### config.mk
export PLATFORM = sky130hd
export DESIGN_NAME = first_fit_heap_allocator_flat
export DESIGN_NICKNAME = d
export VERILOG_FILES = /design/src/sv/ffha_pkg.sv /design/src/sv/ffha_req_if.sv /design/src/sv/ffha_rsp_if.sv /design/src/sv/ffha_front.sv /design/src/sv/ffha_queue.sv /design/src/sv/ffha_back.sv /design/src/sv/first_fit_heap_allocator.sv /design/src/flat_wrapper.sv
export SDC_FILE = /design/constraint.sdc
export NUM_CORES = 2
export LEC_CHECK = 0
export CAP_MARGIN = 40
export CORE_MARGIN = 10
export CORE_UTILIZATION = 58
export CTS_BUF_LIST = sky130_fd_sc_hd__clkbuf_2
export DETAILED_ROUTE_END_ITERATION = 6
export DONT_BUFFER_PORTS = 1
export PLACE_DENSITY = 0.73
export RECOVER_POWER = 50
export SETUP_SLACK_MARGIN = 0.05
export SLEW_MARGIN = 10
export SYNTH_ARGS = -nofsm -noshare
export SYNTH_HDL_FRONTEND = slang
export SYNTH_SLANG_ARGS = --single-unit
### constraint.sdc
create_clock -name clk -period 8.6 [get_ports clk]
set_input_delay 0.43 -clock clk [delete_from_list [all_inputs] [get_ports clk]]
set_output_delay 0.43 -clock clk [all_outputs]
set_load 0.01 [all_outputs]
### src/sv/ffha_pkg.sv
// shared types and constants of the first-fit heap allocator
package ffha_pkg;

  localparam int unsigned ADDR_W  = 32;
  localparam int unsigned SIZE_W  = 25;
  localparam int unsigned Q_DEPTH = 2;

  localparam logic [SIZE_W-1:0] HEAP_SIZE_RST = 25'h1000000;

  typedef enum logic [2:0] {
    ST_OK        = 3'd0,
    ST_IGNORED   = 3'd1,
    ST_EXHAUSTED = 3'd2,
    ST_FULL      = 3'd3,
    ST_UNKNOWN   = 3'd4
  } status_t;

  typedef enum logic {
    CMD_ALLOC = 1'b0,
    CMD_FREE  = 1'b1
  } cmd_t;

  typedef enum logic [1:0] {
    OP_ALLOC  = 2'd0,
    OP_FREE   = 2'd1,
    OP_IGNORE = 2'd2
  } op_t;

  typedef enum logic {
    CFG_HEAP_START = 1'b0,
    CFG_HEAP_SIZE  = 1'b1
  } cfg_idx_t;

  typedef struct packed {
    op_t               op;
    logic [SIZE_W-1:0] req_bytes;
    logic [ADDR_W-1:0] rel_addr;
  } work_t;

  typedef struct packed {
    logic [ADDR_W-1:0] heap_start;
    logic [SIZE_W-1:0] heap_size;
  } heap_cfg_t;

endpackage

### src/sv/ffha_req_if.sv
// request channel of the allocator
interface ffha_req_if;
  logic                         valid;
  logic                         ready;
  logic                         command;
  logic [ffha_pkg::SIZE_W-1:0]  request_bytes;
  logic [ffha_pkg::ADDR_W-1:0]  release_address;

  modport source (output valid, command, request_bytes, release_address, input ready);
  modport sink   (input valid, command, request_bytes, release_address, output ready);
endinterface

### src/sv/ffha_rsp_if.sv
// result channel of the allocator
interface ffha_rsp_if;
  logic                         valid;
  logic                         ready;
  logic [ffha_pkg::ADDR_W-1:0]  payload_address;
  logic [2:0]                   status;

  modport source (output valid, payload_address, status, input ready);
  modport sink   (input valid, payload_address, status, output ready);
endinterface

### src/sv/ffha_front.sv
// request intake and classification into allocate, free or ignored
module ffha_front (
  ffha_req_if.sink         in_if,
  input  logic             q_full,
  output logic             q_push,
  output ffha_pkg::work_t  q_push_ent
);

  assign in_if.ready = !q_full;
  assign q_push      = in_if.valid && !q_full;

  always_comb begin
    q_push_ent.req_bytes = in_if.request_bytes;
    q_push_ent.rel_addr  = in_if.release_address;
    if (ffha_pkg::cmd_t'(in_if.command) == ffha_pkg::CMD_ALLOC) begin
      q_push_ent.op = (in_if.request_bytes == '0) ? ffha_pkg::OP_IGNORE : ffha_pkg::OP_ALLOC;
    end else begin
      q_push_ent.op = (in_if.release_address == '0) ? ffha_pkg::OP_IGNORE : ffha_pkg::OP_FREE;
    end
  end

endmodule

### src/sv/ffha_queue.sv
// short request queue between front and back
module ffha_queue (
  input  logic             clk,
  input  logic             rst_n,
  input  logic             push,
  input  ffha_pkg::work_t  push_ent,
  output logic             full,
  input  logic             pop,
  output logic             pop_vld,
  output ffha_pkg::work_t  pop_ent
);

  localparam int unsigned PW = $clog2(ffha_pkg::Q_DEPTH);
  localparam int unsigned CW = $clog2(ffha_pkg::Q_DEPTH + 1);

  ffha_pkg::work_t ent_r [ffha_pkg::Q_DEPTH];
  logic [PW-1:0]   wr_ptr_r;
  logic [PW-1:0]   rd_ptr_r;
  logic [CW-1:0]   cnt_r;

  assign full    = (cnt_r == CW'(ffha_pkg::Q_DEPTH));
  assign pop_vld = (cnt_r != '0);
  assign pop_ent = ent_r[rd_ptr_r];

  always_ff @(posedge clk) begin
    if (!rst_n) begin
      wr_ptr_r <= '0;
      rd_ptr_r <= '0;
      cnt_r    <= '0;
    end else begin
      if (push) begin
        wr_ptr_r <= wr_ptr_r + PW'(1);
      end
      if (pop) begin
        rd_ptr_r <= rd_ptr_r + PW'(1);
      end
      case ({push, pop})
        2'b10:   cnt_r <= cnt_r + CW'(1);
        2'b01:   cnt_r <= cnt_r - CW'(1);
        default: cnt_r <= cnt_r;
      endcase
    end
  end

  always_ff @(posedge clk) begin
    if (push) begin
      ent_r[wr_ptr_r] <= push_ent;
    end
  end

endmodule

### src/sv/ffha_back.sv
// block table scan, reuse, bump carve and result register
module ffha_back #(
  parameter int unsigned MAX_BLOCKS   = 64,
  parameter int unsigned HEADER_BYTES = 12
) (
  input  logic                 clk,
  input  logic                 rst_n,
  input  ffha_pkg::heap_cfg_t  cfg,
  input  logic                 q_vld,
  input  ffha_pkg::work_t      q_ent,
  output logic                 q_pop,
  ffha_rsp_if.source           out_if
);

  localparam int unsigned SW = ffha_pkg::SIZE_W;
  localparam int unsigned AW = ffha_pkg::ADDR_W;
  localparam int unsigned IW = (MAX_BLOCKS > 1) ? $clog2(MAX_BLOCKS) : 1;
  localparam int unsigned CW = $clog2(MAX_BLOCKS + 1);
  localparam int unsigned NW = SW + 2;

  typedef enum logic [1:0] {
    S_IDLE = 2'b01,
    S_SCAN = 2'b10
  } state_t;

  typedef struct packed {
    logic [SW-1:0] off;
    logic [SW-1:0] bytes;
    logic          is_free;
  } blk_t;

  blk_t                mem [MAX_BLOCKS];
  blk_t                rdata_r;
  logic                mem_we;
  logic                mem_re;
  logic [IW-1:0]       mem_waddr;
  blk_t                mem_wdata;

  state_t              state_r, state_nxt;
  logic [CW-1:0]       count_r, count_nxt;
  logic [SW-1:0]       bump_r, bump_nxt;
  logic [CW-1:0]       scan_idx_r, scan_idx_nxt;
  logic                cmp_vld_r, cmp_vld_nxt;
  logic [IW-1:0]       cmp_idx_r, cmp_idx_nxt;
  ffha_pkg::op_t       op_r, op_nxt;
  logic [SW-1:0]       req_r, req_nxt;
  logic [AW-1:0]       addr_r, addr_nxt;
  logic [NW-1:0]       need_r, need_nxt;

  logic                out_vld_r;
  logic [AW-1:0]       out_addr_r;
  ffha_pkg::status_t   out_stat_r;

  logic                start;
  logic                hit;
  logic                scan_end;
  logic                tbl_full;
  logic [AW-1:0]       blk_addr;
  logic [SW-1:0]       carve_off;
  logic [AW-1:0]       carve_addr;
  logic                res_ld;
  logic [AW-1:0]       res_addr;
  ffha_pkg::status_t   res_stat;

  assign start      = (state_r == S_IDLE) && q_vld && (!out_vld_r || out_if.ready);
  assign q_pop      = start;
  assign blk_addr   = cfg.heap_start + {{(AW-SW){1'b0}}, rdata_r.off};
  assign carve_off  = bump_r + SW'(HEADER_BYTES);
  assign carve_addr = cfg.heap_start + {{(AW-SW){1'b0}}, carve_off};
  assign tbl_full   = (count_r == CW'(MAX_BLOCKS));
  assign scan_end   = !cmp_vld_r && (scan_idx_r == count_r);
  assign hit        = cmp_vld_r &&
                      ((op_r == ffha_pkg::OP_ALLOC) ? (rdata_r.is_free && (rdata_r.bytes >= req_r))
                                                    : (blk_addr == addr_r));

  always_comb begin
    state_nxt    = state_r;
    count_nxt    = count_r;
    bump_nxt     = bump_r;
    scan_idx_nxt = scan_idx_r;
    cmp_vld_nxt  = cmp_vld_r;
    cmp_idx_nxt  = cmp_idx_r;
    op_nxt       = op_r;
    req_nxt      = req_r;
    addr_nxt     = addr_r;
    need_nxt     = need_r;
    mem_we       = 1'b0;
    mem_re       = 1'b0;
    mem_waddr    = cmp_idx_r;
    mem_wdata    = rdata_r;
    res_ld       = 1'b0;
    res_addr     = '0;
    res_stat     = ffha_pkg::ST_OK;
    unique case (state_r)
      S_IDLE: begin
        if (start) begin
          op_nxt       = q_ent.op;
          req_nxt      = q_ent.req_bytes;
          addr_nxt     = q_ent.rel_addr;
          need_nxt     = NW'(bump_r) + NW'(HEADER_BYTES) + NW'(q_ent.req_bytes);
          scan_idx_nxt = '0;
          cmp_vld_nxt  = 1'b0;
          if (q_ent.op == ffha_pkg::OP_IGNORE) begin
            res_ld   = 1'b1;
            res_stat = ffha_pkg::ST_IGNORED;
          end else begin
            state_nxt = S_SCAN;
          end
        end
      end
      S_SCAN: begin
        if (hit) begin
          mem_we            = 1'b1;
          mem_waddr         = cmp_idx_r;
          mem_wdata.is_free = (op_r == ffha_pkg::OP_FREE);
          res_ld            = 1'b1;
          res_addr          = (op_r == ffha_pkg::OP_ALLOC) ? blk_addr : '0;
          cmp_vld_nxt       = 1'b0;
          state_nxt         = S_IDLE;
        end else if (scan_end) begin
          res_ld    = 1'b1;
          state_nxt = S_IDLE;
          if (op_r == ffha_pkg::OP_FREE) begin
            res_stat = ffha_pkg::ST_UNKNOWN;
          end else if (need_r > NW'(cfg.heap_size)) begin
            res_stat = ffha_pkg::ST_EXHAUSTED;
          end else if (tbl_full) begin
            res_stat = ffha_pkg::ST_FULL;
          end else begin
            mem_we    = 1'b1;
            mem_waddr = count_r[IW-1:0];
            mem_wdata = '{off: carve_off, bytes: req_r, is_free: 1'b0};
            count_nxt = count_r + CW'(1);
            bump_nxt  = need_r[SW-1:0];
            res_addr  = carve_addr;
          end
        end else if (scan_idx_r != count_r) begin
          mem_re       = 1'b1;
          cmp_vld_nxt  = 1'b1;
          cmp_idx_nxt  = scan_idx_r[IW-1:0];
          scan_idx_nxt = scan_idx_r + CW'(1);
        end else begin
          cmp_vld_nxt = 1'b0;
        end
      end
      default: begin
        state_nxt = S_IDLE;
      end
    endcase
  end

  // block table
  always_ff @(posedge clk) begin
    if (mem_we) begin
      mem[mem_waddr] <= mem_wdata;
    end
    if (mem_re) begin
      rdata_r <= mem[scan_idx_r[IW-1:0]];
    end
  end

  always_ff @(posedge clk) begin
    if (!rst_n) begin
      state_r    <= S_IDLE;
      count_r    <= '0;
      bump_r     <= '0;
      scan_idx_r <= '0;
      cmp_vld_r  <= 1'b0;
      out_vld_r  <= 1'b0;
    end else begin
      state_r    <= state_nxt;
      count_r    <= count_nxt;
      bump_r     <= bump_nxt;
      scan_idx_r <= scan_idx_nxt;
      cmp_vld_r  <= cmp_vld_nxt;
      if (res_ld) begin
        out_vld_r <= 1'b1;
      end else if (out_if.ready) begin
        out_vld_r <= 1'b0;
      end
    end
  end

  always_ff @(posedge clk) begin
    cmp_idx_r <= cmp_idx_nxt;
    op_r      <= op_nxt;
    req_r     <= req_nxt;
    addr_r    <= addr_nxt;
    need_r    <= need_nxt;
    if (res_ld) begin
      out_addr_r <= res_addr;
      out_stat_r <= res_stat;
    end
  end

  assign out_if.valid           = out_vld_r;
  assign out_if.payload_address = out_addr_r;
  assign out_if.status          = out_stat_r;

endmodule

### src/sv/first_fit_heap_allocator.sv
// first-fit heap allocator top level
// Each request returns one result in order. Zero-size allocates and null frees
// pass the back end without a table scan. Other requests scan the block table
// once, one read per cycle from the single read port of the table memory, with
// the compare in the cycle after each read. A two-entry queue takes new requests
// while the back end works and a result waits in the output register. The
// table needs no clearing after reset; only entries below the block count are read.
module first_fit_heap_allocator #(
  parameter int unsigned MAX_BLOCKS   = 64,
  parameter int unsigned HEADER_BYTES = 12
) (
  input  logic                         clk,
  input  logic                         rst_n,
  ffha_req_if.sink                     in_if,
  ffha_rsp_if.source                   out_if,
  input  logic                         cfg_we,
  input  logic [0:0]                   cfg_index,
  input  logic [ffha_pkg::ADDR_W-1:0]  cfg_wdata
);

  ffha_pkg::heap_cfg_t cfg_r;
  logic                q_push;
  logic                q_full;
  ffha_pkg::work_t     q_push_ent;
  logic                q_pop;
  logic                q_vld;
  ffha_pkg::work_t     q_ent;

  always_ff @(posedge clk) begin
    if (!rst_n) begin
      cfg_r.heap_start <= '0;
      cfg_r.heap_size  <= ffha_pkg::HEAP_SIZE_RST;
    end else if (cfg_we) begin
      unique case (ffha_pkg::cfg_idx_t'(cfg_index))
        ffha_pkg::CFG_HEAP_START: cfg_r.heap_start <= cfg_wdata;
        ffha_pkg::CFG_HEAP_SIZE:  cfg_r.heap_size  <= cfg_wdata[ffha_pkg::SIZE_W-1:0];
        default:                  cfg_r            <= cfg_r;
      endcase
    end
  end

  ffha_front u_front (
    .in_if      (in_if),
    .q_full     (q_full),
    .q_push     (q_push),
    .q_push_ent (q_push_ent)
  );

  ffha_queue u_queue (
    .clk      (clk),
    .rst_n    (rst_n),
    .push     (q_push),
    .push_ent (q_push_ent),
    .full     (q_full),
    .pop      (q_pop),
    .pop_vld  (q_vld),
    .pop_ent  (q_ent)
  );

  ffha_back #(
    .MAX_BLOCKS   (MAX_BLOCKS),
    .HEADER_BYTES (HEADER_BYTES)
  ) u_back (
    .clk    (clk),
    .rst_n  (rst_n),
    .cfg    (cfg_r),
    .q_vld  (q_vld),
    .q_ent  (q_ent),
    .q_pop  (q_pop),
    .out_if (out_if)
  );

endmodule

### src/flat_wrapper.sv
// flat-port wrapper written by rule: the top's interface ports become plain ports
module first_fit_heap_allocator_flat 
#(
  parameter int unsigned MAX_BLOCKS   = 64,
  parameter int unsigned HEADER_BYTES = 12
)
  (clk, rst_n, cfg_we, cfg_index, cfg_wdata, in_if_valid, in_if_command, in_if_request_bytes, in_if_release_address, in_if_ready, out_if_valid, out_if_payload_address, out_if_status, out_if_ready);
  ffha_req_if in_if_i ();
  ffha_rsp_if out_if_i ();
  input  logic clk;
  input  logic rst_n;
  input  logic cfg_we;
  input  logic [0:0] cfg_index;
  input  logic [ffha_pkg::ADDR_W-1:0] cfg_wdata;
  input wire logic [$bits(in_if_i.valid)-1:0] in_if_valid;
  input wire logic [$bits(in_if_i.command)-1:0] in_if_command;
  input wire logic [$bits(in_if_i.request_bytes)-1:0] in_if_request_bytes;
  input wire logic [$bits(in_if_i.release_address)-1:0] in_if_release_address;
  output wire logic [$bits(in_if_i.ready)-1:0] in_if_ready;
  output wire logic [$bits(out_if_i.valid)-1:0] out_if_valid;
  output wire logic [$bits(out_if_i.payload_address)-1:0] out_if_payload_address;
  output wire logic [$bits(out_if_i.status)-1:0] out_if_status;
  input wire logic [$bits(out_if_i.ready)-1:0] out_if_ready;
  assign in_if_i.valid = in_if_valid;
  assign in_if_i.command = in_if_command;
  assign in_if_i.request_bytes = in_if_request_bytes;
  assign in_if_i.release_address = in_if_release_address;
  assign in_if_ready = in_if_i.ready;
  assign out_if_valid = out_if_i.valid;
  assign out_if_payload_address = out_if_i.payload_address;
  assign out_if_status = out_if_i.status;
  assign out_if_i.ready = out_if_ready;
  first_fit_heap_allocator #(.MAX_BLOCKS(MAX_BLOCKS), .HEADER_BYTES(HEADER_BYTES)) u_core (.clk(clk), .rst_n(rst_n), .in_if(in_if_i), .out_if(out_if_i), .cfg_we(cfg_we), .cfg_index(cfg_index), .cfg_wdata(cfg_wdata));
endmodule
; ---- Word-level counts from Yosys, hierarchy flattened
; Memory sizes are Yosys's and may differ from the RTL's. A register that Yosys moved wholly into a read port is not among the register bits.
; Index checks and enable logic that the tools add are counted.
[word_totals]
regBits = 231
output_inout_bits = 37
in_bits = 96
wordCells = 151
ramBits = 3382
memories = 2
[op_classes]
n_addsub = 11
n_eq_ne = 18
mux = 69
n_bitwise = 6
order_cmp = 2
n_reduce_logical = 25
[mem_list]
columns = name, depth, width, read_ports, rd_ports_with_merged_regs, wr, line_no
row1 = u_core.u_back.mem, 64, 51, 1, 1, 1, ffha_back.sv:32  ; blk_t mem [MAX_BLOCKS];
row2 = u_core.u_queue.ent_r, 2, 59, 1, 1, 1, ffha_queue.sv:16  ; ffha_pkg::work_t ent_r [ffha_pkg::Q_DEPTH];
[ops]
columns = cell, count
row1 = $mux W51, 5
row2 = $mux W32, 6
row3 = $add A32 B25 Y32, 2
row4 = $mux W50, 1
row5 = $mux W6, 6
row6 = $eq A32 B32 Y1, 1
row7 = $logic_not A32 Y1, 1
row8 = $mux W1, 29
row9 = $mux W7, 4
row10 = $add A26 B25 Y27, 1
row11 = $gt A27 B25 Y1, 1
row12 = $add A25 B4 Y26 const B, 1
row13 = $add A25 B4 Y25 const B, 1
row14 = $ge A25 B25 Y1, 1
row15 = $logic_not A25 Y1, 1
row16 = $mux W2, 9
row17 = $add A7 B1 Y7 const B, 2
row18 = $pmux W7 S2, 1
row19 = $mux W3, 3
row20 = $eq A2 B2 Y1 const B, 4
row21 = $ne A2 B2 Y1 const B, 4
row22 = $pmux W2 S2, 2
row23 = $reduce_bool A2 Y1, 4
row24 = $eq A7 B7 Y1, 1
row25 = other kinds (20), 40

; ---- Depth between registers and ports, before layout
[depth]
word_depth = 9
depth_mapped = 18
ltp_nobuf = 17

; ---- Modules after synthesis
; A second synthesis with hierarchy kept.
[unflattened]
hier_cells = 6901
area_unflattened_um2 = 146380.4
[by_module_without_submodules]
columns = module, area_per_inst_um2, n_inst, cells_each, seq_area_each_um2
row1 = ffha_back, 139109.7, 1, 6390, 104220.0
row2 = ffha_queue, 4474.3, 1, 206, 3643.5
row3 = first_fit_heap_allocator, 2217.1, 1, 223, 1141.1
row4 = ffha_front, 579.3, 1, 82, 0.0

; ---- Worst setup path before layout
; Ideal clock, no wire load.
[synth_path]
path_type = flip-flop to flip-flop
start = register u_core.cfg_r[25] (netlist name)
end = memory u_core.u_back.mem[0][0] (netlist name) (enable)
path_stages_with_launch = 16
arrival_ns = 7.209
t_required_ns = 8.078
path_slack_ns = 0.869
period_less_slack_ns = 7.731
path_buffers = 1
path_cell_list = dfxtp_1 > ha_1 > inv_1 > fa_1 > nand2b_1 > a21oi_2 > o221a_2 > o21ai_1 > o211a_1 > xnor3_1 > or4_1 > or4_1 > o31ai_4 > buf_6 > nor2_2 > nor3_1
[synth_between]
elab_chain_cells = 8
elab_cells_between_ends = 10
[synth_rtl]
columns = item, line_no
row1 = "start, declared", first_fit_heap_allocator.sv:21  ; ffha_pkg::heap_cfg_t cfg_r;
row2 = "start signal, assigned", first_fit_heap_allocator.sv:37  ; default: cfg_r <= cfg_r;
row3 = $add A32 B25 Y32 (*), ffha_back.sv:67  ; assign blk_addr = cfg.heap_start + {{(AW-SW){1'b0}}, rdata_r.off};
row4 = $eq A32 B32 Y1 (*), ffha_back.sv:74  ; : (blk_addr == addr_r));
row5 = $mux W1 (*), ffha_back.sv:73  ; ((op_r == ffha_pkg::OP_ALLOC) ? (rdata_r.is_free && (rdata_r.bytes >= req_r))
row6 = $logic_and A1 B1 Y1 (*), ffha_back.sv:72  ; assign hit = cmp_vld_r &&
row7 = $mux W1, ffha_back.sv:112  ; if (hit) begin
row8 = $mux W1, ffha_back.sv:94  ; unique case (state_r)
row9 = $mux W1, ffha_back.sv:154  ; if (mem_we) begin
row10 = $mux W1 (implied by the code), ffha_back.sv:155  ; mem[mem_waddr] <= mem_wdata;
row11 = "end, declared", ffha_back.sv:32
; Every way passes the cells marked *; elsewhere a longest branch is shown, timed or not.

; ---- Worst setup path in the final report
[layout_path]
start = register u_core.u_back.scan_idx_r[5]
end = memory u_core.u_back.mem[54][7] (netlist name) (enable)
[layout_between]
elab_chain_cells = 7
elab_cells_between_ends = 10
[layout_rtl]
columns = item, line_no
row1 = "start, declared", ffha_back.sv:42  ; logic [CW-1:0] scan_idx_r, scan_idx_nxt;
row2 = "start signal, assigned", ffha_back.sv:174  ; scan_idx_r <= scan_idx_nxt;
row3 = $eq A7 B7 Y1 (*), ffha_back.sv:71  ; assign scan_end = !cmp_vld_r && (scan_idx_r == count_r);
row4 = $logic_and A1 B1 Y1 (*), ffha_back.sv:71
row5 = $mux W1, ffha_back.sv:120  ; end else if (scan_end) begin
row6 = $mux W1, ffha_back.sv:112
row7 = $mux W1, ffha_back.sv:94
row8 = $mux W1, ffha_back.sv:154
row9 = $mux W1 (implied by the code), ffha_back.sv:155
; Marks and branches as above.

==> results.txt <==
In this design, the stage delay of the slowest critical-path cell is 2.21 ns. The clock slew seen by the registers of the worst setup and hold paths is 0.13 ns. After Yosys synthesis, full adders, half adders and majority gates account for 1.38% of the synthesized area. Die footprint: 0.271 mm^2. The average instance area after synthesis came out at 21.3 um^2. Routed length per instance: 31.7 um. The worst endpoint data arrival time is 9.08 ns. The number of vias per cell after detailed routing is 6.50, and the growth of design area from synthesis to finish is 12.9%. The number of warning messages in the yosys log was 0. The tightest min-delay check is of the in2reg type. In the final layout, the multi-input gates occupy 0.0358 mm^2. The data required time at the worst endpoint came out at 10.21 ns. For this run, the leading register cell type out of synthesis is edfxtp_1. For the number of nets in the synthesized netlist, the log shows 7,095. The signal on the critical path passes through xnor2_1, nand3_1, nor3_1, nand3_1, a21oi_1, and2_0, a21oi_1, o32ai_1, nand3_1, nor2_4, buf_4.

Row generation in the floorplan step produced 183 rows. The effective utilization at floorplan came out at 58.4%. The total power draw came out at 33.4 mW. The maximum fanout encountered on the critical timing path works out to 39.

Buffers inserted during clock tree synthesis total 868. For the number of antenna violations at the first check in global routing, the log shows 27. The checks that failed: design-rule violations, max-capacitance violations, max-slew violations. The wire length of the first global-routing pass is 554 mm. The post-synthesis register bit count is 3,665. The kind of critical path was reg2reg. The clock network latency to the later pin of the worst-skew pair is 2.16 ns, and the via count of the first global-routing pass is 79,600. Post-CTS timing repair inserted 0 buffers for setup.

Clock tree synthesis selected as its root buffer the cell clkbuf_2. Cells with a size suffix above 1 make up 32.0% of the layout. STA classifies the critical path startpoint as a flip-flop. Final hold violation count: 0. The post-synthesis cell area came out at 0.146 mm^2. The number of flops mapped to enable cells by yosys came out at 3,560.

The tools report the detailed router's first-iteration violation count as 11,000. The run finished, with violations left. The number of top-level pins was 133; the count of buffers inserted at the top-level ports was 0. The clock tree skew after final layout was 0.243 ns. Registers take 0.109 mm^2. At the pin with the least slew margin, the transition time is 3.89 ns. Setup TNS: 0 ns. The logs give 0.164 mm^2 for the final instance area and 0.152 mm^2 for the area of placed instances. The width of the die was 521 um; the worst slew margin relative to its limit was -160%. The share of flip-flops with an asynchronous set or reset after synthesis works out to 0%. Gates resized during post-CTS repair numbered 0.

Cell occurring most often along the worst timing path: nand3_1. In this run the number of H-tree levels came out at 6. The pre-antenna-repair detailed-routing pass consisted of 7 iterations.

Measured against the total synthesized area, the mux share comes to 17.1%. The run gives 74.9% as the post-synthesis sequential area ratio. For the clock sink total, the log shows 3,665. The total overflow left after global routing is 0. The xor/xnor share of the synthesized area is 0.854%. The logs give 6,840 for the post-synthesis cell count and 29 for the max-cap check violation count. IR analysis of the VDD net gives a maximum drop of 174 uV. The run gives 0 as the count of antenna-violating nets left after detailed routing. The post-synthesis share of cell area spent on and, or, nand and nor gates is 2.54%, and the final estimated routing congestion in global placement is 0.923.

After synthesis, the largest family of logic cells by area is multiplexers. For the vias after detailed routing, the log shows 78,400. The run gives 0 as the number of setup violations in the final report. The core region is 0.249 mm^2. Category of the worst setup path capture point: a flip-flop. For the filler cell count, the log shows 16,100. The worst path in the final design needs a cycle of 7.47 ns, including I/O delays and setup.

The die boundary height was 521 um. TritonCTS built the clock tree. For this block, the routed nets add up to 383 mm of wire. After detailed routing, the number of remaining DRC violations is 17. Global routing used 28.0% of the available tracks across all layers.

Among all stages on the critical path, the largest delay is contributed by dfxtp_1. Counting distinct cell types in the post-synthesis netlist gives 91. Derived from the worst setup path, the maximum achievable clock frequency is 0.134 GHz. Setup repair after global routing left no endpoint under its margin.

Post-route fraction of the period consumed by the critical path: 86.9%. At the end of the flow, the number of nets in the layout was 8,323. The max-slew violation count is 1,474, and the share of the synthesized area in compound gates (AO/OA/AOI/OAI) is 2.15%.

Entering global routing, the biggest net connects 117 pins. The clock passes through at most 4 buffers. For this design the ratio of total power to cell area is 203 mW/mm^2. The total leakage power is 52.3 nW, and the detailed placement HPWL is 223 mm.
[registers in the layout, summed over array words and instances, names as in the netlist, 2 cells and up, named ones only]
| register | count |
|---|---|
| u_core.u_back.mem | 3264 |
| u_core.u_queue.ent_r | 118 |
| u_core.cfg_r | 57 |
| u_core.u_back.rdata_r | 51 |
| u_core.u_back.addr_r | 32 |
| u_core.u_back.out_if.payload_address | 32 |
| u_core.u_back.need_r | 27 |
| u_core.u_back.bump_r | 25 |
| u_core.u_back.req_r | 25 |
| u_core.u_back.count_r | 7 |
| u_core.u_back.scan_idx_r | 7 |
| u_core.u_back.cmp_idx_r | 6 |
| u_core.u_back.out_if.status | 3 |
| u_core.u_back.op_r | 2 |
| u_core.u_back.state_r | 2 |
| u_core.u_queue.cnt_r | 2 |
[logic make-up after synthesis]
family          Yosys count
buf+inv                 426
mux                    1157
flops                  3665
fa+ha+maj               159
compound gates          490
xor+xnor                134
simple gates            809
[routing by layer]
metal	GRT usage (%)	wire [um]	up-vias
li1	-	-	31600
met1	39.6	145000	40700
met2	42.6	179000	5342
met3	8.23	46900	761
met4	9.10	12100	6
met5	0	40	-
[through the flow]
| stage | util (%) | hold slack, ns | std cells | setup slack (ns) |
|---|---|---|---|---|
| final | 66.0 | 0.304 | 12100 | 1.13 |
| after global routing | 66.0 | 0.113 | 12100 | 0.916 |
| after CTS | 66.1 | 0.00833 | 12100 | 2.22 |
| after detailed placement | 61.1 | 0.450 | 10100 | 2.32 |
| after global placement | 60.7 | 0.448 | 10000 | 2.24 |
| after floorplan | - | 0.406 | 6840 | 0.869 |
[synth_stat cells (49+ instances only)]
cell / n / area (um^2)
edfxtp_1: 3560 / 107000
mux4_2: 1052 / 23700
nand2_1: 322 / 1210
clkbuf_1: 233 / 875
nor2_1: 203 / 762
a21oi_1: 162 / 811
ha_1: 156 / 1950
dfxtp_1: 105 / 2100
o21ai_0: 96 / 480
buf_1: 93 / 349
inv_1: 93 / 349
xnor2_1: 80 / 701
mux2_2: 78 / 878
nand3_1: 51 / 255
xor2_1: 49 / 429
[worst max-delay path, delay by kind of cell, from the launching register on]
| kind | cells | cell delay [ns] |
|---|---|---|
| buf+inv | 1 | 0.68 |
| flops | 1 | 2.21 |
| simple gates | 6 | 2.96 |
| compound gates | 3 | 0.90 |
| xor+xnor | 1 | 0.23 |
[report_power, final]
group | internal (mW) | switching (mW) | total [mW]
registers | 20.0 | 0.274 | 20.2
logic | 0.663 | 1.22 | 1.88
clock network | 4.49 | 6.81 | 11.3
total | 25.1 | 8.31 | 33.4
[timing repair]
| item | 4_1_cts | 5_1_grt |
|---|---|---|
| hold buffers | 444 | 0 |
| endpoints found under the setup margin | 0 | 0 |
| endpoints found under the hold margin | 409 | 0 |
[cell usage in the layout (no fill, tap or decap), types with 14 or more instances in the layout]
cell type      instances
edfxtp_1            3560
clkbuf_2            1304
mux4_2              1052
dlygate4sd3_1        443
nand2_1              320
clkinv_1             208
a21oi_1              163
ha_1                 156
nor2_1               130
buf_4                119
dfxtp_1              102
inv_1                 92
xnor2_1               80
o21ai_0               74
nor2_4                73
nand3_1               51
xor2_1                49
buf_12                49
mux2_1                42
nor3_1                40
nand4_1               37
mux2_2                36
o21a_1                27
mux2i_1               27
a21o_1                26
o21ai_4               23
nand2b_1              21
or3_1                 21
o211ai_1              20
bufinv_16             19
clkinv_2              19
nor4_1                18
o22ai_1               18
buf_16                17
clkbuf_1              17
a211oi_1              14
and3_1                14
or4_1                 14
[final cells by class]
| type | instances | share of cell area [%] |
|---|---|---|
| clock buffers | 1263 | 3.85 |
| clock inverters | 268 | 0.966 |
| flip-flops and latches | 3665 | 66.3 |
| multi-input cells | 2749 | 21.8 |
| well taps | 3330 | 2.53 |
| repair buffers | 691 | 4.31 |
| diodes | 5 | 0.00761 |
| inverters | 93 | 0.213 |
[worst paths after layout]
kind / startpoint / to / slack, ns / cells after the start
setup / recovery: u_core.u_back.scan_idx_r[5]$_SDFFE_PN0P_ / u_core.u_back.mem[54][7]$_DFFE_PP_ / 1.13 / 11
hold / removal: in_if_release_address[7] / u_core.u_queue.ent_r[1][7]$_DFFE_PP_ / 0.30 / 3
setup reg to reg: u_core.u_back.scan_idx_r[5]$_SDFFE_PN0P_ / u_core.u_back.mem[54][7]$_DFFE_PP_ / 1.13 / 11
hold reg to reg: u_core.u_queue.ent_r[0][12]$_DFFE_PP_ / u_core.u_back.addr_r[12]$_DFFE_PP_ / 0.48 / 1
Power figures use the tool's default switching activity.
